`src/rtl/assert_macros.svh`:
```
// Assertion macros shared by the calculator RTL.
`ifndef ASSERT_MACROS_SVH
`define ASSERT_MACROS_SVH

// Same-cycle implication, checked outside reset.
`define FC_ASSERT_IMP(lbl, ante, cons, msg) \
  lbl: assert property (@(posedge clk) disable iff (!rst_n) (ante) |-> (cons)) \
    else $error(msg);

// Next-cycle implication, checked outside reset.
`define FC_ASSERT_NXT(lbl, ante, cons, msg) \
  lbl: assert property (@(posedge clk) disable iff (!rst_n) (ante) |=> (cons)) \
    else $error(msg);

`endif

```
`src/rtl/fcalc_pkg.sv`:
```
// Types, key codes and helper functions for the calculator key engine.
`timescale 1ns / 1ps

package fcalc_pkg;

  localparam int VAL_W = 17;

  localparam logic [4:0] KEY_D0  = 5'd0;
  localparam logic [4:0] KEY_D9  = 5'd9;
  localparam logic [4:0] KEY_ADD = 5'd10;
  localparam logic [4:0] KEY_SUB = 5'd11;
  localparam logic [4:0] KEY_MUL = 5'd12;
  localparam logic [4:0] KEY_DIV = 5'd13;
  localparam logic [4:0] KEY_EQ  = 5'd14;
  localparam logic [4:0] KEY_CLR = 5'd15;
  localparam logic [4:0] KEY_CE  = 5'd16;
  localparam logic [4:0] KEY_BSP = 5'd17;
  localparam logic [4:0] KEY_NEG = 5'd18;

  localparam logic signed [VAL_W-1:0] RADIX = 17'sd10;

  typedef enum logic [2:0] {
    OP_NONE = 3'd0,
    OP_ADD  = 3'd1,
    OP_SUB  = 3'd2,
    OP_MUL  = 3'd3,
    OP_DIV  = 3'd4
  } op_t;

  typedef enum logic [2:0] {
    ALU_ADD = 3'd0,
    ALU_SUB = 3'd1,
    ALU_MUL = 3'd2,
    ALU_DIV = 3'd3,
    ALU_DIG = 3'd4
  } alu_op_t;

  typedef enum logic [1:0] {
    ST_OK    = 2'd0,
    ST_RANGE = 2'd1,
    ST_DIVZ  = 2'd2,
    ST_KEY   = 2'd3
  } status_t;

  typedef struct packed {
    logic    start;
    alu_op_t op;
  } alu_req_t;

  typedef struct packed {
    logic    done;
    status_t status;
  } alu_rsp_t;

  function automatic op_t key_to_op(logic [4:0] key);
    op_t op;
    case (key)
      KEY_ADD: op = OP_ADD;
      KEY_SUB: op = OP_SUB;
      KEY_MUL: op = OP_MUL;
      KEY_DIV: op = OP_DIV;
      default: op = OP_NONE;
    endcase
    return op;
  endfunction

  function automatic alu_op_t op_to_alu(op_t op);
    alu_op_t aop;
    case (op)
      OP_SUB:  aop = ALU_SUB;
      OP_MUL:  aop = ALU_MUL;
      OP_DIV:  aop = ALU_DIV;
      default: aop = ALU_ADD;
    endcase
    return aop;
  endfunction

endpackage

```
`src/rtl/fcalc_alu.sv`:
```
// Shared arithmetic unit: one 35-bit adder, serial multiply and restoring divide.
`timescale 1ns / 1ps

module fcalc_alu (
  input  logic                   clk,
  input  logic                   rst_n,
  input  fcalc_pkg::alu_req_t    req,
  input  logic signed [16:0]     a,
  input  logic signed [16:0]     b,
  output fcalc_pkg::alu_rsp_t    rsp,
  output logic signed [16:0]     res
);

  typedef enum logic [3:0] {
    A_IDLE = 4'b0001,
    A_RUN  = 4'b0010,
    A_FIX  = 4'b0100,
    A_DONE = 4'b1000
  } astate_t;

  localparam logic [4:0] CNT_LAST = 5'(fcalc_pkg::VAL_W - 1);

  astate_t     state_r, state_nxt;
  logic [33:0] acc_r;
  logic [33:0] mcand_r;
  logic [16:0] mplier_r;   // multiplier, or dividend shifting into quotient
  logic [17:0] rem_r;
  logic [16:0] dvs_r;
  logic [4:0]  cnt_r;
  logic        neg_r;
  logic        is_div_r;
  logic        divz_r;
  logic [34:0] res_r;

  logic [34:0] a35, b35;
  logic [16:0] mag_a, mag_b;
  logic [17:0] rem_sh;
  logic [34:0] add_x, add_y, sum;
  logic        add_sub;
  logic        in_rng;

  assign a35    = {{18{a[16]}}, a};
  assign b35    = {{18{b[16]}}, b};
  // -(-65536) in 17 bits is 0x10000, the right unsigned magnitude
  assign mag_a  = a[16] ? (~a + 17'd1) : a;
  assign mag_b  = b[16] ? (~b + 17'd1) : b;
  assign rem_sh = {rem_r[16:0], mplier_r[16]};

  always_comb begin
    add_x   = '0;
    add_y   = '0;
    add_sub = 1'b0;
    case (state_r)
      A_IDLE: begin
        add_x   = a35;
        add_y   = b35;
        add_sub = (req.op == fcalc_pkg::ALU_SUB);
        if (req.op == fcalc_pkg::ALU_DIG) begin
          // a*10 + digit
          add_x = a35 << 3;
          add_y = (a35 << 1) + b35;
        end
      end
      A_RUN: begin
        if (is_div_r) begin
          add_x   = {17'b0, rem_sh};
          add_y   = {18'b0, dvs_r};
          add_sub = 1'b1;
        end else begin
          add_x = {1'b0, acc_r};
          add_y = mplier_r[0] ? {1'b0, mcand_r} : '0;
        end
      end
      A_FIX: begin
        add_y   = is_div_r ? {18'b0, mplier_r} : {1'b0, acc_r};
        add_sub = neg_r;
      end
      default: ;
    endcase
  end

  assign sum = add_x + (add_sub ? ~add_y : add_y) + {34'b0, add_sub};

  always_comb begin
    state_nxt = state_r;
    case (state_r)
      A_IDLE: begin
        if (req.start) begin
          if (req.op == fcalc_pkg::ALU_MUL ||
              (req.op == fcalc_pkg::ALU_DIV && b != '0)) state_nxt = A_RUN;
          else state_nxt = A_DONE;
        end
      end
      A_RUN:   if (cnt_r == CNT_LAST) state_nxt = A_FIX;
      A_FIX:   state_nxt = A_DONE;
      A_DONE:  state_nxt = A_IDLE;
      default: state_nxt = A_IDLE;
    endcase
  end

  always_ff @(posedge clk) begin
    if (!rst_n) begin
      state_r <= A_IDLE;
    end else begin
      state_r <= state_nxt;
    end
  end

  always_ff @(posedge clk) begin
    case (state_r)
      A_IDLE: begin
        cnt_r  <= '0;
        neg_r  <= a[16] ^ b[16];
        divz_r <= 1'b0;
        if (req.start) begin
          case (req.op)
            fcalc_pkg::ALU_MUL: begin
              acc_r    <= '0;
              mcand_r  <= {17'b0, mag_a};
              mplier_r <= mag_b;
              is_div_r <= 1'b0;
            end
            fcalc_pkg::ALU_DIV: begin
              rem_r    <= '0;
              mplier_r <= mag_a;
              dvs_r    <= mag_b;
              is_div_r <= 1'b1;
              if (b == '0) begin
                divz_r <= 1'b1;
                res_r  <= '0;
              end
            end
            default: res_r <= sum;
          endcase
        end
      end
      A_RUN: begin
        cnt_r <= cnt_r + 5'd1;
        if (is_div_r) begin
          if (!sum[34]) begin
            rem_r    <= sum[17:0];
            mplier_r <= {mplier_r[15:0], 1'b1};
          end else begin
            rem_r    <= rem_sh;
            mplier_r <= {mplier_r[15:0], 1'b0};
          end
        end else begin
          acc_r    <= sum[33:0];
          mcand_r  <= mcand_r << 1;
          mplier_r <= mplier_r >> 1;
        end
      end
      A_FIX:   res_r <= sum;
      default: ;
    endcase
  end

  // in range when bits 34..16 are all sign
  assign in_rng = (&res_r[34:16]) || !(|res_r[34:16]);

  always_comb begin
    rsp.done   = (state_r == A_DONE);
    rsp.status = fcalc_pkg::ST_OK;
    if (divz_r) rsp.status = fcalc_pkg::ST_DIVZ;
    else if (!in_rng) rsp.status = fcalc_pkg::ST_RANGE;
  end

  assign res = signed'(res_r[16:0]);

endmodule

```
`src/rtl/four_function_calculator_keys.sv`:
```
// Top level of the calculator key engine: key sequencer, operand state, result register.
//
//   channel  direction  handshake           payload
//   in_      input      in_valid/in_stall   in_key_code[4:0]
//   out_     output     out_valid/out_stall out_display_value[16:0], out_status[1:0]
//
// One key at a time. Clear, clear entry, operator/equals without a computation
// and invalid keys go from decode straight to emit; add, subtract, negate,
// digits and a divide by zero take one pass through the shared adder;
// multiply, divide and backspace run the 17-step serial loop of the shared ALU.
// Synchronous active-low reset clears all operand and mode state at once.
// A result waits in the output register; the next key is taken meanwhile and
// its result is held until out_stall drops.
`timescale 1ns / 1ps
`include "assert_macros.svh"

module four_function_calculator_keys (
  input  logic               clk,
  input  logic               rst_n,
  input  logic               in_valid,
  output logic               in_stall,
  input  logic [4:0]         in_key_code,
  output logic               out_valid,
  input  logic               out_stall,
  output logic signed [16:0] out_display_value,
  output logic [1:0]         out_status
);

  typedef enum logic [3:0] {
    S_IDLE   = 4'b0001,
    S_DECODE = 4'b0010,
    S_WAIT   = 4'b0100,
    S_EMIT   = 4'b1000
  } state_t;

  state_t               state_r, state_nxt;
  logic [4:0]           key_r, key_nxt;
  logic signed [16:0]   left_r, left_nxt;
  logic signed [16:0]   right_r, right_nxt;
  logic signed [16:0]   shown_r, shown_nxt;
  fcalc_pkg::op_t       pend_r, pend_nxt;
  logic                 seen_r, seen_nxt;
  logic                 just_r, just_nxt;
  logic                 aeq_r, aeq_nxt;
  fcalc_pkg::status_t   status_r, status_nxt;
  logic                 out_valid_r, out_valid_nxt;
  logic signed [16:0]   disp_out_r, disp_out_nxt;
  fcalc_pkg::status_t   stat_out_r, stat_out_nxt;

  fcalc_pkg::alu_req_t  alu_req;
  fcalc_pkg::alu_rsp_t  alu_rsp;
  logic signed [16:0]   alu_a, alu_b, alu_res;
  logic signed [16:0]   opnd;
  logic                 clr;

  fcalc_alu u_alu (
    .clk   (clk),
    .rst_n (rst_n),
    .req   (alu_req),
    .a     (alu_a),
    .b     (alu_b),
    .rsp   (alu_rsp),
    .res   (alu_res)
  );

  // operand that clear entry, backspace, negate and digits work on
  assign opnd = (pend_r != fcalc_pkg::OP_NONE) ? right_r : left_r;

  always_comb begin
    state_nxt     = state_r;
    key_nxt       = key_r;
    left_nxt      = left_r;
    right_nxt     = right_r;
    shown_nxt     = shown_r;
    pend_nxt      = pend_r;
    seen_nxt      = seen_r;
    just_nxt      = just_r;
    aeq_nxt       = aeq_r;
    status_nxt    = status_r;
    out_valid_nxt = out_valid_r && out_stall;
    disp_out_nxt  = disp_out_r;
    stat_out_nxt  = stat_out_r;
    alu_req.start = 1'b0;
    alu_req.op    = fcalc_pkg::ALU_ADD;
    alu_a         = opnd;
    alu_b         = right_r;
    clr           = 1'b0;

    case (state_r)
      S_IDLE: begin
        if (in_valid) begin
          key_nxt   = in_key_code;
          state_nxt = S_DECODE;
        end
      end

      S_DECODE: begin
        status_nxt = fcalc_pkg::ST_OK;
        state_nxt  = S_EMIT;
        case (key_r) inside
          [fcalc_pkg::KEY_D0 : fcalc_pkg::KEY_D9]: begin
            // digit after equals starts over on a cleared left operand
            clr           = aeq_r;
            alu_req.start = 1'b1;
            alu_req.op    = fcalc_pkg::ALU_DIG;
            alu_a         = aeq_r ? '0 : opnd;
            alu_b         = {12'b0, key_r};
            state_nxt     = S_WAIT;
          end
          [fcalc_pkg::KEY_ADD : fcalc_pkg::KEY_DIV]: begin
            if (just_r) begin
              pend_nxt = fcalc_pkg::key_to_op(key_r);
            end else if (seen_r && aeq_r) begin
              pend_nxt  = fcalc_pkg::key_to_op(key_r);
              aeq_nxt   = 1'b0;
              right_nxt = '0;
            end else if (seen_r) begin
              alu_req.start = 1'b1;
              alu_req.op    = fcalc_pkg::op_to_alu(pend_r);
              alu_a         = left_r;
              alu_b         = right_r;
              state_nxt     = S_WAIT;
            end else begin
              pend_nxt = fcalc_pkg::key_to_op(key_r);
              seen_nxt = 1'b1;
              just_nxt = 1'b1;
              aeq_nxt  = 1'b0;
            end
          end
          fcalc_pkg::KEY_EQ: begin
            if (!just_r) begin
              if (!seen_r) begin
                shown_nxt = left_r;
              end else begin
                alu_req.start = 1'b1;
                alu_req.op    = fcalc_pkg::op_to_alu(pend_r);
                alu_a         = left_r;
                alu_b         = right_r;
                state_nxt     = S_WAIT;
              end
            end
          end
          fcalc_pkg::KEY_CLR: clr = 1'b1;
          fcalc_pkg::KEY_CE: begin
            if (!just_r) begin
              if (!aeq_r) begin
                if (pend_r != fcalc_pkg::OP_NONE) right_nxt = '0;
                else left_nxt = '0;
              end
              shown_nxt = '0;
            end
          end
          fcalc_pkg::KEY_BSP: begin
            alu_req.start = 1'b1;
            alu_req.op    = fcalc_pkg::ALU_DIV;
            alu_a         = opnd;
            alu_b         = fcalc_pkg::RADIX;
            state_nxt     = S_WAIT;
          end
          fcalc_pkg::KEY_NEG: begin
            alu_req.start = 1'b1;
            alu_req.op    = fcalc_pkg::ALU_SUB;
            alu_a         = '0;
            alu_b         = opnd;
            state_nxt     = S_WAIT;
          end
          default: status_nxt = fcalc_pkg::ST_KEY;
        endcase
      end

      S_WAIT: begin
        if (alu_rsp.done) begin
          state_nxt = S_EMIT;
          if (alu_rsp.status != fcalc_pkg::ST_OK) begin
            clr        = 1'b1;
            status_nxt = alu_rsp.status;
          end else begin
            case (key_r) inside
              [fcalc_pkg::KEY_ADD : fcalc_pkg::KEY_DIV]: begin
                left_nxt  = alu_res;
                shown_nxt = alu_res;
                right_nxt = '0;
                pend_nxt  = fcalc_pkg::key_to_op(key_r);
                seen_nxt  = 1'b1;
                just_nxt  = 1'b1;
                aeq_nxt   = 1'b0;
              end
              fcalc_pkg::KEY_EQ: begin
                left_nxt  = alu_res;
                shown_nxt = alu_res;
                aeq_nxt   = 1'b1;
              end
              default: begin
                // digit, backspace, negate: write back the chosen operand
                if (pend_r != fcalc_pkg::OP_NONE) right_nxt = alu_res;
                else left_nxt = alu_res;
                shown_nxt = alu_res;
                if (key_r <= fcalc_pkg::KEY_D9) just_nxt = 1'b0;
              end
            endcase
          end
        end
      end

      S_EMIT: begin
        if (!out_valid_r || !out_stall) begin
          out_valid_nxt = 1'b1;
          disp_out_nxt  = shown_r;
          stat_out_nxt  = status_r;
          state_nxt     = S_IDLE;
        end
      end

      default: state_nxt = S_IDLE;
    endcase

    if (clr) begin
      left_nxt  = '0;
      right_nxt = '0;
      shown_nxt = '0;
      pend_nxt  = fcalc_pkg::OP_NONE;
      seen_nxt  = 1'b0;
      just_nxt  = 1'b0;
      aeq_nxt   = 1'b0;
    end
  end

  always_ff @(posedge clk) begin
    if (!rst_n) begin
      state_r     <= S_IDLE;
      left_r      <= '0;
      right_r     <= '0;
      shown_r     <= '0;
      pend_r      <= fcalc_pkg::OP_NONE;
      seen_r      <= 1'b0;
      just_r      <= 1'b0;
      aeq_r       <= 1'b0;
      status_r    <= fcalc_pkg::ST_OK;
      out_valid_r <= 1'b0;
    end else begin
      state_r     <= state_nxt;
      left_r      <= left_nxt;
      right_r     <= right_nxt;
      shown_r     <= shown_nxt;
      pend_r      <= pend_nxt;
      seen_r      <= seen_nxt;
      just_r      <= just_nxt;
      aeq_r       <= aeq_nxt;
      status_r    <= status_nxt;
      out_valid_r <= out_valid_nxt;
    end
  end

  always_ff @(posedge clk) begin
    key_r      <= key_nxt;
    disp_out_r <= disp_out_nxt;
    stat_out_r <= stat_out_nxt;
  end

  assign in_stall          = (state_r != S_IDLE);
  assign out_valid         = out_valid_r;
  assign out_display_value = disp_out_r;
  assign out_status        = stat_out_r;

  `FC_ASSERT_NXT(a_accept_decodes, in_valid && !in_stall, state_r == S_DECODE, "item not decoded")
  `FC_ASSERT_IMP(a_alu_done_waited, alu_rsp.done, state_r == S_WAIT, "ALU result not awaited")
  `FC_ASSERT_IMP(a_error_zero, out_valid && (out_status == fcalc_pkg::ST_RANGE || out_status == fcalc_pkg::ST_DIVZ), out_display_value == '0, "error result not cleared")
  `FC_ASSERT_NXT(a_emit_loads, state_r == S_EMIT && !(out_valid && out_stall), out_valid && state_r == S_IDLE, "result not loaded")

endmodule
```
`config.mk`:
```
export PLATFORM = sky130hd
export DESIGN_NAME = four_function_calculator_keys
export DESIGN_NICKNAME = d
export VERILOG_FILES = /design/src/rtl/fcalc_pkg.sv /design/src/rtl/fcalc_alu.sv /design/src/rtl/four_function_calculator_keys.sv
export VERILOG_INCLUDE_DIRS = /design/src /design/src/rtl
export SDC_FILE = /design/constraint.sdc
export NUM_CORES = 1
export LEC_CHECK = 0
export ABC_AREA = 1
export BUFFER_PORTS_ARGS = -buffer_cell sky130_fd_sc_hd__buf_2
export CAP_MARGIN = 30
export CORE_MARGIN = 4
export CORE_UTILIZATION = 50
export DETAILED_ROUTE_END_ITERATION = 8
export PLACE_DENSITY_LB_ADDON = 0.1
export SLEW_MARGIN = 15
export SYNTH_ARGS = -nofsm -noshare
export SYNTH_HDL_FRONTEND = slang
export SYNTH_SLANG_ARGS = --single-unit
export TNS_END_PERCENT = 30
```
`constraint.sdc`:
```
create_clock -name clk -period 17.8 [get_ports clk]
set_clock_uncertainty 0.15 [all_clocks]
set_input_delay 0.89 -clock clk [delete_from_list [all_inputs] [get_ports clk]]
set_output_delay 0.89 -clock clk [all_outputs]
set_load 0.005 [all_outputs]
```
# After elaboration in Yosys (flattened, before gate mapping)
# Index checks and enable logic that the tools add are counted.
# Widths: inputs -> output; s select.
[classes]
add_sub_neg = 6
order_cmp = 4
eq_ne = 71
n_mux = 193
n_bitwise = 5
n_reduce_logical = 41
[op_table]
columns = ["op", "count"]
rows = [
  ["$mux 17", 68],
  ["$mux 34", 9],
  ["$pmux 35 s2", 3],
  ["$pmux 17 s2", 6],
  ["$mux 35", 5],
  ["$pmux 34 s2", 2],
  ["$mux 4", 29],
  ["$pmux 35 s3", 1],
  ["$ne 3x3->1 const B", 17],
  ["$mux 1", 38],
  ["$ne 2x2->1 const B", 19],
  ["$add 35x1->35", 1],
  ["$add 35x35->35", 1],
  ["$not 35->35", 1],
  ["$add 17x1->17 const B", 2],
  ["$not 17->17", 2],
  ["$eq 5x4->1 const B", 6],
  ["$mux 3", 8],
  ["$eq 5x5->1 const B", 4],
  ["$mux 2", 10],
  ["$add 18x17->19", 1],
  ["$mux 19", 1],
  ["$reduce_and 19->1", 1],
  ["$reduce_or 19->1", 1],
  ["other kinds (43)", 84],
]
[word_totals]
reg_bits = 254
output_inout_bits = 21

# Depth between registers and ports, before layout
# Gate-level depths: netlist of run 1.
[logic_depth]
depth_word = 20
depth_mapped = 42
mapped_depth_nobuf = 38

# Hierarchy
# From an unflattened synthesis of run 1, not the netlist that was laid out.
[hier_totals]
cells_unflattened = 2415
hier_area_um2 = 17613.1
[modules_own_cells]
columns = ["mod", "n_inst", "cells_each", "area_each_um2", "seq_area_each_um2"]
rows = [
  ["fcalc_alu", 1, 1632, 12455.7, 4944.7],
  ["four_function_calculator_keys", 1, 783, 5157.4, 2001.9],
]

# Worst setup path after synthesis of run 1
# No wires, ideal clock.
[synth_path]
path_kind = "register to register"
start = "register key_r[0]"
end = "register u_alu.acc_r[0] (enable)"
arrival_ns = 6.824
t_required_ns = 17.055
path_slack_ns = 10.230
path_stages_with_launch = 11
n_path_buf = 1
synth_period_minus_slack_ns = 7.570
cell_sequence = "edfxtp_1 > inv_1 > nand2_1 > nor2_4 > nand2_1 > nand2_4 > buf_4 > nor3_1 > o21ai_0 > nand2_1 > a211oi_1"
[synth_between]
elab_chain_len = 12
elab_cells_between_ends = 23
classes_between = "order compare (4); eq/ne (8); mux (8); reduce/logical (3)"
[synth_rtl]
columns = ["item", "line", "source"]
rows = [
  ["start, declared", "four_function_calculator_keys.sv:37", "logic [4:0] key_r, key_nxt;"],
  ["start signal, assigned", "four_function_calculator_keys.sv:255", "key_r <= key_nxt;"],
  ["$eq 5x5->1 (no source line)", "n/a", ""],
  ["$mux 4 (6 in series)", "four_function_calculator_keys.sv:100", "case (key_r) inside"],
  ["$mux 4 (*)", "four_function_calculator_keys.sv:100", ""],
  ["$mux 4 (*)", "four_function_calculator_keys.sv:89", "case (state_r)"],
  ["$eq 3x2->1", "fcalc_alu.sv:116", "case (req.op)"],
  ["$ne 2x1->1 (no source line)", "n/a", ""],
  ["$reduce_and 4->1 (no source line) (*)", "n/a", ""],
  ["end signal, assigned", "fcalc_alu.sv:148", "acc_r <= sum[33:0];"],
  ["end, declared", "fcalc_alu.sv:24", "logic [33:0] acc_r;"],
]
# Mark *: on every way between the ends. The rest lies on a longest branch, timed or not.
# A chain may end at the register's enable or synchronous reset.

# Worst setup path after layout of run 1
[layout_path]
start = "register key_r[1]"
end = "register u_alu.mplier_r[0] (data pin)"
[layout_between]
elab_chain_len = 19
elab_cells_between_ends = 60
classes_between = "add/sub (5); order compare (4); eq/ne (9); mux (37); bitwise (3); reduce/logical (2)"
[layout_rtl]
columns = ["item", "line", "source"]
rows = [
  ["$eq 5x5->1 (no source line)", "n/a", ""],
  ["$mux 17 / $mux 4 (equally long branches) (7 in series)", "four_function_calculator_keys.sv:100", ""],
  ["$mux 17 / $mux 4 (equally long branches)", "four_function_calculator_keys.sv:89", ""],
  ["$add 18x17->19 / $eq 3x3->1 (equally long branches)", "fcalc_alu.sv:61, fcalc_alu.sv:58", ""],
  ["$mux 35", "fcalc_alu.sv:58", "if (req.op == fcalc_pkg::ALU_DIG) begin"],
  ["$pmux 35 s3", "fcalc_alu.sv:53", "case (state_r)"],
  ["$not 35->35", "fcalc_alu.sv:82", "assign sum = add_x + (add_sub ? ~add_y : add_y) + {34'b0, add_sub};"],
  ["$mux 35", "fcalc_alu.sv:82", ""],
  ["$add 35x35->35", "fcalc_alu.sv:82", ""],
  ["$add 35x1->35", "fcalc_alu.sv:82", ""],
  ["$mux 1", "fcalc_alu.sv:140", "if (!sum[34]) begin"],
  ["$mux 17", "fcalc_alu.sv:139", "if (is_div_r) begin"],
  ["$pmux 17 s2 (*)", "fcalc_alu.sv:110", "case (state_r)"],
  ["end signal, assigned", "fcalc_alu.sv:120", "mplier_r <= mag_b;"],
  ["end signal, assigned", "fcalc_alu.sv:142", "mplier_r <= {mplier_r[15:0], 1'b1};"],
  ["end signal, assigned", "fcalc_alu.sv:145", "mplier_r <= {mplier_r[15:0], 1'b0};"],
  ["end, declared", "fcalc_alu.sv:26", "logic [16:0] mplier_r;"],
]
# Mark *: on every way between the ends. The rest lies on a longest branch, timed or not. The select of a mux whose other input is x is not followed.

==> results.md, run 1 <==
Power:
- Across the VDD grid, the largest voltage drop is 0.0967 mV.
- The total power divided by cell area is 102 nW/µm².
- In this run the static leakage power is 8.05 nW.

GRT:
- For this run, the total global-route usage over all layers was measured as 0.317.
- The first global-routing pass estimated 94200 µm of wire.
- The global route total overflow is 0.
- The number of antenna violations at the first check in global routing is 0.
- The number of global-route vias before repair is 15.5k.
- Entering global routing, the biggest net connects 71 pins.

Critical path:
- Data arrives at the worst endpoint at 8.42 ns.
- The library cell contributing the largest single delay on the critical path is edfxtp_1.
- In this design, the critical path's most frequently occurring cell is nand2_1.
- The worst register-to-register path begins at key_r[1].
- For the worst setup path, the data required time is 17.96 ns.
- The worst setup path is launched from a register.
- The family of cells with the greatest summed delay on the critical path is simple AND/OR/NAND/NOR gates.
- The sum of buffers and inverters on the critical path is 3.
- The highest net fanout along the worst path is 19.
- The critical setup path kind is register to register.
- The setup slack of the most critical reg-to-reg path is 9.53 ns.
- The endpoint identified for the worst register-to-register timing path is u_alu.mplier_r[0].
- In this design, the stage delay of the slowest critical-path cell is 0.54 ns.
- STA classifies the critical path endpoint as a register.
- For the worst flop-to-flop path, the logic depth is 36.

Cells and area:
- The most common cell after layout, fill and taps aside is nand2_1.
- Of the cells placed in the final design, the portion with a size suffix greater than 1 is 0.0842.
- Compared with the post-synthesis result, the final layout area differs by 9.57%.
- The library cells used most frequently in the layout, excluding fill and tap cells, are nand2_1 (495), nor2_1 (306), inv_1 (251), edfxtp_1 (186), a21oi_1 (154).
- In the final layout, the registers with the most flip-flops are u_alu.res_r: 35 flops, u_alu.acc_r: 34 flops, u_alu.mcand_r: 34 flops.
- 0 antenna diodes ended up in the layout.
- Counting flops per register, the top entry is u_alu.res_r.
- The flip-flop count of the largest register, all copies and words added is 35.
- The final layout contains 2366 nets.

Die:
- The initial utilization of the core area, before any placement, comes to 0.512.
- The region available for standard cell placement spans 33900 µm².
- From left edge to right edge, the die measures 194 µm.
- The number of placement rows is 67.
- The die covers 37700 µm².
- The height of the die is 194 µm.
- 30 I/O pins were placed.

Synthesis:
- The XOR/XNOR share of the synthesized area is 0.0444.
- Synthesis handed over a netlist of 2310 instances.
- The number of nets in the synthesized netlist is 2372.
- The share of synthesized cell area in full adder, half adder and majority cells is 0.0391.
- Counting flops with an async set or reset pin after synthesis yields a share of 0.
- Of the total synthesized cell area, the portion taken by AND, OR, NAND and NOR gates is 0.274.
- The complex-gate fraction of the synthesized area is 0.160.
- After synthesis, the largest family of logic cells by area is simple AND/OR/NAND/NOR gates.
- Dividing the synthesized area by the synthesized cell count gives 7.51 µm².
- The flop and latch count out of synthesis is 254.
- The count of distinct cell types in the synthesized netlist is 63.
- Measured against the total synthesized area, the mux share comes to 0.
- The cell area that synthesis handed to floorplanning was 17300 µm².
- Among all flip-flop cells after synthesis, the most frequent one is edfxtp_1.
- Counting flops with a built-in enable in the synthesized netlist gives 186.
- Yosys printed 0 warnings.
- The top cell type's share of synthesized area is 0.322.
- The cell type contributing the most total cell area after synthesis is edfxtp_1.
- By area the synthesized netlist is led by edfxtp_1 (32%), nand2_1 (11%), dfxtp_1 (7.9%), nor2_1 (6.7%), inv_1 (5.4%).
- Of the synthesized area, sequential elements account for 0.401.

Detailed routing:
- The DRC violation count after routing is 0.
- The total via count after detailed routing is 16.7k.
- Summed over all layers, the routed wires come to 61800 µm.
- The antenna violation net count after detailed routing is 0.
- Before antenna repair, the detailed router went through 6 iterations.
- For this block, the initial DRC count from the detailed router was 1829.
- Dividing the detail-routed wire length by the instance count gives 22.3 µm.
- The via count normalized by instance count is 6.00.

Clock tree:
- Clock-pin slew was measured on the worst setup and hold paths at 0.06 ns.
- The tree built by TritonCTS fans out to 254 sinks.
- The TritonCTS clock tree is done.
- The tree is rooted in a clkbuf_16.
- The number of gates resized after cts is 0.
- The maximum root-to-sink buffer count is 3.
- Counting the buffers created by CTS gives 30.
- The clock reaches the later pin of the worst-skew pair after 0.59 ns.
- In this run, post-CTS hold repair placed 0 buffers.
- Once the clock tree was built, the setup fixing pass inserted 0 buffers.
- The number of H-tree levels is 1.

Timing:
- The count of pins over their slew limit came to 0.
- The number of failing hold endpoints at the final stage is 0.
- Setup repair after global routing left no endpoint under its margin.
- Static timing analysis puts the maximum clock frequency at 0.121 GHz.
- The pin slew with the least headroom to its limit is 1.01 ns.
- On the final layout, the worst hold slack is 0.280 ns.
- Setup violations remaining at the end of the flow were counted as 0.
- The worst slew margin relative to its limit is 0.322.
- The final-layout setup total negative slack is 0 ns.
- For the finished layout, the period the worst path requires is 8.27 ns.
- The period utilization is 0.464.

Placed design:
- The final weighted congestion of routability-driven global placement is 1.04.
- The sum of net half-perimeters after detailed placement is 46100 µm.
- The number of input and output port buffers inserted is 29.

Min path:
- The number of cells traversed by the worst hold path is 0.
- The path with the worst hold slack has its endpoint at out_display_value[14].
- The startpoint identified for the worst hold timing path is shown_r[14].
- The tightest min-delay check is of the register to register type.

Flow run:
- The max-capacitance violation count is 0.

Run status:
- The flow ran to the end, and the final reports show no timing, DRC or antenna violations.
[cell families (layout without fill, tap and decap cells)]
| logic type | Yosys count | count (layout) |
|---|---|---|
| flip-flops | 254 | 254 |
| adder cells (fa/ha/maj) | 53 | 53 |
| AND/OR/NAND/NOR | 1092 | 1092 |
| XOR/XNOR | 87 | 87 |
| buffers and inverters | 361 | 378 |
| AO/OA/AOI/OAI | 463 | 463 |
[stage by stage]
stage	setup WS, ns	utilization	cells	total power, W	cell area, µm²
floorplan	10.23	-	2310	0.00111	17300
global placement	9.79	0.529	2717	0.00127	17900
detailed placement	9.78	0.529	2718	0.00128	17900
CTS	9.73	0.560	2773	0.00192	19000
global route	8.93	0.561	2775	0.00201	19000
finish	9.53	0.561	2775	0.00193	19000
[synthesized netlist by cell type, types with 4 or more instances]
cell       number
a211oi_1        8
a21oi_1       155
a221oi_1        8
a22oi_1         9
a311oi_1       18
a31oi_1        19
a32oi_1         4
buf_1          11
buf_2          11
buf_6           4
clkbuf_1       66
clkinv_1        5
dfxtp_1        68
edfxtp_1      186
ha_1           51
inv_1         251
inv_2           9
nand2_1       495
nand2_2        20
nand2_4         8
nand3_1       133
nand3_2         7
nand3b_1        6
nand4_1        36
nor2_1        309
nor2_2          4
nor2_4          5
nor3_1         43
nor3_2          4
nor4_1          9
o2111ai_1       4
o211ai_1       24
o21a_1          8
o21ai_0       138
o21ai_1        18
o21ai_2         9
o221ai_1       19
o22ai_1         5
or2_2           5
xnor2_1        20
xor2_1         66
[power breakdown]
group          switching (W)  internal [W]  leakage (nW)  total (W)
sequential         0.0000794      0.000809          2.33   0.000889
combinational       0.000302     0.0000936          5.22   0.000395
clock               0.000261      0.000389         0.504   0.000650
total               0.000643       0.00129          8.05    0.00193
[worst register-to-register path: cells and delay by family, from the launching register on]
family | cells | cell delay [ns]
AOI/OAI and AO/OA | 6 | 1.34
adders and majority gates | 2 | 0.75
DFF | 1 | 0.54
and+or+nand+nor | 23 | 3.93
buffers and inverters | 3 | 0.44
xor gates and xnor gates | 2 | 0.82
[how the worst max path moves through the flow]
stage | from | slack, ns | cells after the start | end
after floorplan | key_r[0] | 10.23 | 10 | u_alu.acc_r[0]
after global placement | key_r[1] | 9.79 | 36 | u_alu.mplier_r[0]
after detailed placement | key_r[3] | 9.78 | 36 | u_alu.mplier_r[0]
after CTS | key_r[1] | 9.73 | 36 | u_alu.mplier_r[0]
after global routing | key_r[0] | 8.93 | 37 | u_alu.rem_r[3]
final | key_r[1] | 9.53 | 36 | u_alu.mplier_r[0]
[area by class of cell]
type	count	area [µm²]
clock buffer	37	830
timing repair buffer	57	392
fill	3296	14900
sequential	254	6950
tap	448	561
multi-input combinational	1695	9060
inverter	266	1000
clock inverter	18	208
[routing by layer]
| layer | vias up | GRT usage | wire [µm] |
|---|---|---|---|
| met2 | 837 | 0.502 | 27600 |
| met5 | - | 0 | 0 |
| met1 | 7896 | 0.455 | 26400 |
| met3 | 107 | 0.0542 | 5810 |
| li1 | 7817 | - | - |
| met4 | 0 | 0.0805 | 1890 |
Note: power is estimated with default switching activity, not from simulation.
==> inputs of run 2 (changes only) <==
- ABC_AREA: 1 -> 0
- clock period: 17.8 -> 7.3 ns (I/O delays scaled with it)
==> run 2 against run 1 <==
Net effect:
- final cell count fell by 13%
- critical path type unchanged
- utilization rose by 5.0 points
- combinational power rose by 69%
==> results.md, run 2 <==
Run status:
- The flow ran to the end, and the final reports show no timing, DRC or antenna violations.

Die:
- The area of the placeable core was 31900 µm² (-5.9%).
- The height of the die is 189 µm (-2.7%).
- The number of placement rows is 65 (-3.0%).
- The initial cell density of the core is 0.513 (+0.00125).
- The die width was 189 µm (-2.7%).
- The top-level port count is 30 (unchanged).
- The total die area is 35700 µm² (-5.4%).

Detailed routing:
- The antenna violation net count after detailed routing is 0 (unchanged).
- The number of detailed-route iterations in the first pass came to 6 (unchanged).
- The via count normalized by instance count is 6.30 (+4.9%).
- The total via count after detailed routing is 15.2k (-8.9%).
- The per-cell routed wire length is 23.8 µm (+6.9%).
- The DRC violation count after routing is 0 (unchanged).
- The violation count after the first detailed-routing iteration is 1699 (-7.1%).
- The total wire length is 57400 µm (-7.1%).

GRT:
- The pin count of the biggest net entering global routing is 69 (-2.8%).
- The number of antenna violations at the first check in global routing was 1 (+1).
- The all-layer global routing usage is 0.312 (-0.00551).
- The number of global-route vias before repair is 14.2k (-7.9%).
- The global route total overflow is 0 (unchanged).
- The wire length of the first global-routing pass came to 87000 µm (-7.7%).

Clock tree:
- The TritonCTS clock tree is done.
- The number of H-tree levels is 1 (unchanged).
- The maximum root-to-sink buffer count is 3 (unchanged).
- The insertion delay of the later-clocked pin in the worst-skew pair is 0.60 ns (about the same).
- The clock input transition at the sequential cells of the worst setup and hold paths is 0.06 ns (about the same).
- The tree is rooted in a clkbuf_16.
- The TritonCTS sink count is 254 (unchanged).
- The clock buffer count from CTS is 29 (-3.3%).

Critical path:
- STA classifies the critical path endpoint as a register.
- In this design, the critical path's most frequently occurring cell is buf_4.
- The highest net fanout along the worst path is 10 (-9).
- The worst register-to-register path ends at u_alu.mplier_r[0].
- The depth of the worst register-to-register path is 32 (-11%).
- The arrival time of the worst setup path is 7.30 ns (-1.12 ns).
- The worst endpoint required time is 7.45 ns (-10.51 ns).
- The critical setup path kind is register to register.
- The maximum cell stage delay along the critical path was 0.41 ns (-0.13 ns).
- The startpoint class of the critical path is a register.
- The library cell contributing the largest single delay on the critical path is xnor3_2.
- The start of the worst register-to-register path is key_r[1].
- The setup slack of the most critical reg-to-reg path came to 0.15 ns (-9.38 ns).

Cells and area:
- The flip-flop count of the largest register, all copies and words added is 35 (unchanged).
- The final instance count without filler cells is 2410 (-13%).
- The antenna diode count came to 0 (unchanged).
- The number of nets in the final layout is 2014 (-15%).
- The library cells used most frequently in the layout, excluding fill and tap cells, are nand2_1 (212), nor2_1 (193), edfxtp_1 (186), buf_4 (176), a21oi_1 (152).
- The area growth from synthesis to layout is 19.0%.
- The largest registers in the layout are u_alu.res_r: 35 flops, u_alu.acc_r: 34 flops, u_alu.mcand_r: 34 flops.
- The top register by number of flip-flops is u_alu.res_r.
- The share of final-layout standard cells stronger than drive strength 1 came to 0.177 (+0.0930).
- The most common cell after layout, fill and taps aside is nand2_1.

Synthesis:
- The mean cell area of the mapped netlist is 8.96 µm² (+19%).
- Among all cell types in the netlist, the one instantiated most often is nand2_1.
- The share of synthesized cell area in full adder, half adder and majority cells was 0.0427 (+0.00356).
- The proportion of synthesized flip-flops having asynchronous set or reset is 0 (unchanged).
- The top cell type's share of synthesized area is 0.341 (+0.0192).
- The flop and latch count out of synthesis came to 254 (unchanged).
- The number of standard cells after synthesis is 1825 (-21%).
- The dominant synthesized flop cell is edfxtp_1.
- The XOR/XNOR share of the synthesized area is 0.0459 (+0.00150).
- The yosys synthesis warning count is 0 (unchanged).
- The count of distinct cell types in the synthesized netlist was 85 (+35%).
- The post-synthesis instance area is 16400 µm² (-5.6%).
- The share of synthesized area occupied by flip-flops and latches is 0.425 (+0.0239).
- The cell type contributing the most total cell area after synthesis is edfxtp_1.
- The number of nets produced by synthesis is 1887 (-20%).
- Counting instances in the post-synthesis netlist gives the leading cell types as nand2_1 (216), nor2_1 (196), edfxtp_1 (186), a21oi_1 (165), clkbuf_1 (110).
- The post-synthesis share of cell area spent on and, or, nand and nor gates is 0.186 (-0.0877).
- The portion of netlist area occupied by mux cells was 0.0343 (+0.0343).
- The number of flops mapped to enable cells by yosys is 186 (unchanged).
- The complex-gate fraction of the synthesized area is 0.226 (+0.0658).
- The combinational family with the most area after synthesis is compound AO/OA/AOI/OAI gates.
- Sorting the synthesized cells by area gives the leading types as edfxtp_1 (34%), dfxtp_1 (8.3%), a21oi_1 (5.0%), nand2_1 (5.0%), nor2_1 (4.5%).

Timing:
- The maximum clock frequency came to 0.140 GHz (+16%).
- The final-layout setup total negative slack was 0 ns (unchanged).
- The period utilization is 0.980 (+0.515).
- The pin slew with the least headroom to its limit is 0.998 ns (-0.0121 ns).
- The final setup violation count is 0 (unchanged).
- The number of failing hold endpoints at the final stage is 0 (unchanged).
- The clock period minus worst slack was 7.15 ns (-1.12 ns).
- The worst-case hold slack is 0.273 ns (-0.00680 ns).
- Setup repair after global routing could not meet its margin everywhere.
- The worst slew margin relative to its limit is 0.335 (+0.0125).
- The count of pins over their slew limit is 0 (unchanged).

Power:
- The largest voltage drop on the vdd net is 0.215 mV (+120%).
- The total power divided by cell area is 196 nW/µm² (+93%).
- The leakage power was 7.48 nW (-7.0%).

Min path:
- The number of cells traversed by the worst hold path is 0 (unchanged).
- For hold timing, the worst endpoint is out_display_value[0].
- The type of the tightest min-delay check is register to register.
- The worst hold path begins at shown_r[0].

Placed design:
- The number of input and output port buffers inserted is 29 (unchanged).
- The sum of net half-perimeters after detailed placement was 41500 µm (-10%).
- The number of instances in the placed design is 2324 (-14%).
- The final weighted congestion of routability-driven global placement is 0.976 (-5.8%).

Flow run:
- The max-capacitance violation count is 0 (unchanged).
==> run 2: cell types whose count changed in the layout (fill, tap and decap cells not counted), sizes merged, moves of 29 or more <==
cell    previous run  this run
nor2b              0        29
xnor2             21        58
buf               57       216
nor2             318       196
nand2            524       216
o21ai            165       105
nand2b             0        29
mux2i              0        56
inv              262        42
nand3            142        36
xor2              66        25
==> run 2: cell families (layout without fill, tap and decap cells) <==
logic type / count (synthesis) / after routing
compound gates: 556 / 556
flops: 254 / 254
mux: 56 / 56
buf+inv: 168 / 318
fa+ha+maj: 55 / 55
xor+xnor: 84 / 84
simple gates: 652 / 652
==> run 2: layout make-up <==
cell class / instances / area (µm²)
tap: 435 / 544
sequential: 254 / 6950
inverter: 40 / 150
timing repair buffer: 224 / 1720
multi-input combinational: 1403 / 9170
fill: 2822 / 12400
clock buffer: 45 / 848
clock inverter: 9 / 86.3
==> run 2: how the worst max path moves through the flow <==
| stage | from | end | slack [ns] | depth (start not counted) |
|---|---|---|---|---|
| 4_1_cts | key_r[2] | u_alu.rem_r[1] | 0.02 | 31 |
| 2_1_floorplan | key_r[0] | u_alu.rem_r[15] | 0.005 | 31 |
| 3_3_place_gp | state_r[3] | u_alu.rem_r[0] | 0.04 | 31 |
| 3_5_place_dp | key_r[1] | u_alu.rem_r[1] | -0.14 | 32 |
| 6_report | key_r[1] | u_alu.mplier_r[0] | 0.15 | 32 |
| 5_1_grt | key_r[2] | u_alu.rem_r[1] | -0.10 | 30 |
==> run 2: power by group <==
group          total, W  switching, W  internal [W]  leakage [nW]
registers       0.00171     0.0000584       0.00165          2.11
clock network   0.00145      0.000613      0.000837         0.461
logic          0.000667      0.000461      0.000206          4.91
total           0.00382       0.00113       0.00269          7.48
==> run 2: metrics by stage <==
step                 util  instance area (µm²)  power [W]  worst slack (ns)
floorplan               -                16400    0.00208           0.00483
global placement    0.559                17800    0.00236            0.0355
detailed placement  0.560                17900    0.00236            -0.140
CTS                 0.596                19000    0.00381            0.0223
global route        0.611                19500    0.00395            -0.101
finish              0.611                19500    0.00382             0.150
==> run 2: repair_timing <==
action | in CTS | in global routing
pin swaps | 4 | 35
gates resized for setup | 10 | 64
endpoints found under the setup margin | 19 | 41
hold endpoints to repair | 10 | 0
hold buffers | 8 | 0
setup buffers | 11 | 11
==> run 2: metal layers <==
metal,GRT usage,routed length [µm],vias to the layer above
met1,0.452,25400,7301
met2,0.469,24500,681
met3,0.0537,4680,137
li1,-,-,7052
met5,0,0,-
met4,0.118,2800,0
==> run 2: critical path: cells and delay by family, from the launching register on <==
kind / cells / cell delay [ns]
fa+ha+maj: 2 / 0.47
compound gates: 20 / 3.57
mux: 2 / 0.36
buf+inv: 4 / 0.74
xor+xnor: 2 / 0.63
simple gates: 2 / 0.59
flops: 1 / 0.38
==> inputs of run 3 (changes only) <==
- CAP_MARGIN: 30 -> default
- CELL_PAD_IN_SITES_DETAIL_PLACEMENT: default -> 2
- CELL_PAD_IN_SITES_GLOBAL_PLACEMENT: default -> 2
- CORE_UTILIZATION: 50 -> 37
- SLEW_MARGIN: 15 -> default
==> run 3 against run 2 <==
Net effect:
- worst setup slack got worse by 0.18 ns
- critical path depth unchanged
- global-route usage decreased by 2.3 points
- non-clock buffer count increased by 51
- power increased by 7.6%
- clock power increased by 16%
- fmax decreased by 2.4%
- the run now ends with negative setup slack left
- critical path type unchanged
- wire length increased by 26%
- via count increased by 5.0%
- utilization decreased by 14 points
- sequential share of layout area decreased by 1.5 points
- first-iteration DRC count decreased by 21%
==> results.md, run 3 (synthesis results as in run 2) <==
Clock tree:
- The maximum root-to-sink buffer count came to 3 (unchanged).
- The TritonCTS sink count came to 254 (unchanged).
- TritonCTS built the clock tree.
- The number of H-tree levels is 1 (unchanged).
- The clock tree root driver cell is clkbuf_16.
- The clock buffer count from CTS is 31 (+6.9%).
- The clock input transition at the sequential cells of the worst setup and hold paths came to 0.07 ns (about the same).
- The insertion delay of the later-clocked pin in the worst-skew pair is 0.60 ns (about the same).

GRT:
- The all-layer global routing usage came to 0.288 (-0.0233).
- The number of antenna violations at the first check in global routing came to 1 (unchanged).
- The number of global-route vias before repair is 16.8k (+18%).
- The pin count of the biggest net entering global routing was 69 (unchanged).
- The wire length of the first global-routing pass is 107000 µm (+22%).
- The global route total overflow is 0 (unchanged).

Min path:
- The tightest min-delay check is of the register to register type.
- The launch point of the worst hold path is status_r[0].

Timing:
- The count of pins over their slew limit is 0 (unchanged).
- The pin slew with the least headroom to its limit is 1.28 ns (+0.278 ns).
- The number of failing hold endpoints at the final stage is 0 (unchanged).
- The worst slew margin relative to its limit is 0.150 (-0.185).
- The setup slack after layout is -0.0278 ns (-0.177 ns).
- Setup repair after global routing could not meet its margin everywhere.
- The final setup violation count came to 3 (+3).
- The period utilization is 1.00 (+0.0243).
- The maximum clock frequency is 0.136 GHz (-2.4%).
- The final-layout setup total negative slack is -0.0434 ns (-0.0434 ns).
- The clock period minus worst slack is 7.33 ns (+0.177 ns).
- The worst-case hold slack is 0.284 ns (+0.0106 ns).

Die:
- The die width is 218 µm (+16%).
- The height of the die is 218 µm (+16%).
- The total die area was 47600 µm² (+34%).
- The number of placement rows is 76 (+17%).
- The top-level port count is 30 (unchanged).
- The initial cell density of the core came to 0.377 (-0.136).
- The area of the placeable core is 43400 µm² (+36%).

Run status:
- The final reports fail on negative setup slack.
- The flow ran to the end, but the final reports show violations.

Detailed routing:
- The total via count after detailed routing is 15.9k (+5.0%).
- The total wire length is 72400 µm (+26%).
- The via count normalized by instance count is 6.09 (-3.2%).
- The per-cell routed wire length is 27.7 µm (+16%).
- The DRC violation count after routing is 0 (unchanged).
- The antenna violation net count after detailed routing is 0 (unchanged).
- The number of detailed-route iterations in the first pass is 5 (-1).
- The violation count after the first detailed-routing iteration is 1339 (-21%).

Critical path:
- STA classifies the critical path endpoint as a register.
- The highest net fanout along the worst path came to 6 (-4).
- The worst endpoint required time is 7.49 ns (+0.04 ns).
- The maximum cell stage delay along the critical path is 0.60 ns (+0.19 ns).
- The arrival time of the worst setup path came to 7.52 ns (+0.22 ns).
- The timing startpoint of the critical path is key_r[0].
- The startpoint class of the critical path is a register.
- The library cell appearing most often on the critical path is a21o_1.
- The worst register-to-register path begins at key_r[0].
- The critical setup path kind is register to register.
- The library cell contributing the largest single delay on the critical path is or4b_4.

Power:
- The switching part of the total came to 0.301 (+0.00514).
- The total power divided by cell area is 202 nW/µm² (+3.0%).
- The power share of the combinational group came to 0.177 (+0.003).
- The sequential group share of total power is 0.415 (-0.032).
- The internal power was 0.00288 W (+6.9%).
- The clock group share of total power is 0.407 (+0.028).
- The net switching power is 0.00124 W (+9.5%).
- The leakage power is 7.85 nW (+4.9%).
- The largest voltage drop on the vdd net is 0.213 mV (-0.85%).

Placed design:
- The final weighted congestion of routability-driven global placement is 0.896 (-8.2%).
- The number of instances in the placed design came to 2516 (+8.3%).
- The sum of net half-perimeters after detailed placement is 51700 µm (+25%).
- The number of input and output port buffers inserted is 29 (unchanged).

Cells and area:
- The largest registers in the layout are u_alu.res_r: 35 flops, u_alu.acc_r: 34 flops, u_alu.mcand_r: 34 flops.
- The most common cell after layout, fill and taps aside is buf_4.
- The total area of multi-input combinational cells is 9280 µm² (+1.2%).
- The layout-stage area growth over the synthesis result is 24.4%.
- The flip-flop count of the largest register, all copies and words added was 35 (unchanged).
- The number of nets in the final layout came to 2067 (+2.6%).
- The number of inserted filler cells in the final layout came to 4706 (+67%).
- The register area is 6950 µm² (unchanged).
- Leaving out fill and tap cells, the most frequent cells in the layout are buf_4 (222), nand2_1 (214), nor2_1 (193), edfxtp_1 (186), a21oi_1 (154).
- The final instance count without filler cells is 2615 (+8.5%).
- The antenna diode count is 0 (unchanged).
- The share of final-layout standard cells stronger than drive strength 1 is 0.202 (+0.0252).
- The top register by number of flip-flops is u_alu.res_r.

Flow run:
- The max-capacitance violation count came to 0 (unchanged).
run 3: final timing paths:
check,slack [ns],end,depth (start not counted)
max,-0.03,u_alu.rem_r[15],32
min,0.28,out_status[0],0
max reg2reg,-0.03,u_alu.rem_r[15],32
min reg2reg,0.28,out_status[0],0
run 3: final cells by class:
cell class | instances | area share
Clock inverter | 16 | 0.00879
Tap cell | 585 | 0.0360
Sequential cell | 254 | 0.341
Timing Repair Buffer | 275 | 0.105
Clock buffer | 42 | 0.0448
Inverter | 40 | 0.00738
Multi-Input combinational cell | 1403 | 0.456
run 3: power groups by stage:
stage / Sequential [W] / Clock [W] / Combinational (W)
floorplan: 0.00171 / 0 / 0.000368
global placement: 0.00173 / 0 / 0.000649
detailed placement: 0.00174 / 0 / 0.000663
CTS: 0.00171 / 0.00170 / 0.000679
global route: 0.00172 / 0.00177 / 0.000773
finish: 0.00171 / 0.00168 / 0.000730
run 3: worst max-delay path: cells and delay by family, from the launching register on:
kind,cells,cell delay (ns)
compound gates,19,3.16
xor+xnor,1,0.35
fa+ha+maj,2,0.63
buf+inv,5,0.85
flops,1,0.41
mux,1,0.16
simple gates,4,1.33
run 3: repair_timing:
item | 4_1_cts | 5_1_grt
gates resized for setup | 32 | 58
buffers inserted | 4 | 26
setup endpoints to repair | 41 | 47
pin swaps | 7 | 22
cloned | 0 | 4
hold buffers | 8 | 0
endpoints found under the hold margin | 15 | 0
run 3: metrics by stage:
stage               worst slack, ns  total power, W   util  cell area (µm²)
floorplan                   0.00483         0.00208      -            16400
global placement             -0.243         0.00238  0.424            18400
detailed placement           -0.464         0.00240  0.424            18400
CTS                         0.00349         0.00409  0.456            19800
global route                 -0.354         0.00426  0.469            20300
finish                      -0.0278         0.00412  0.469            20300
run 3: per-layer routing:
layer,global-route usage,vias to the layer above,share of wire
li1,-,7150,-
met1,0.391,8312,0.45
met2,0.498,376,0.48
met3,0.0281,92,0.040
met4,0.0710,0,0.030
met5,0,-,0
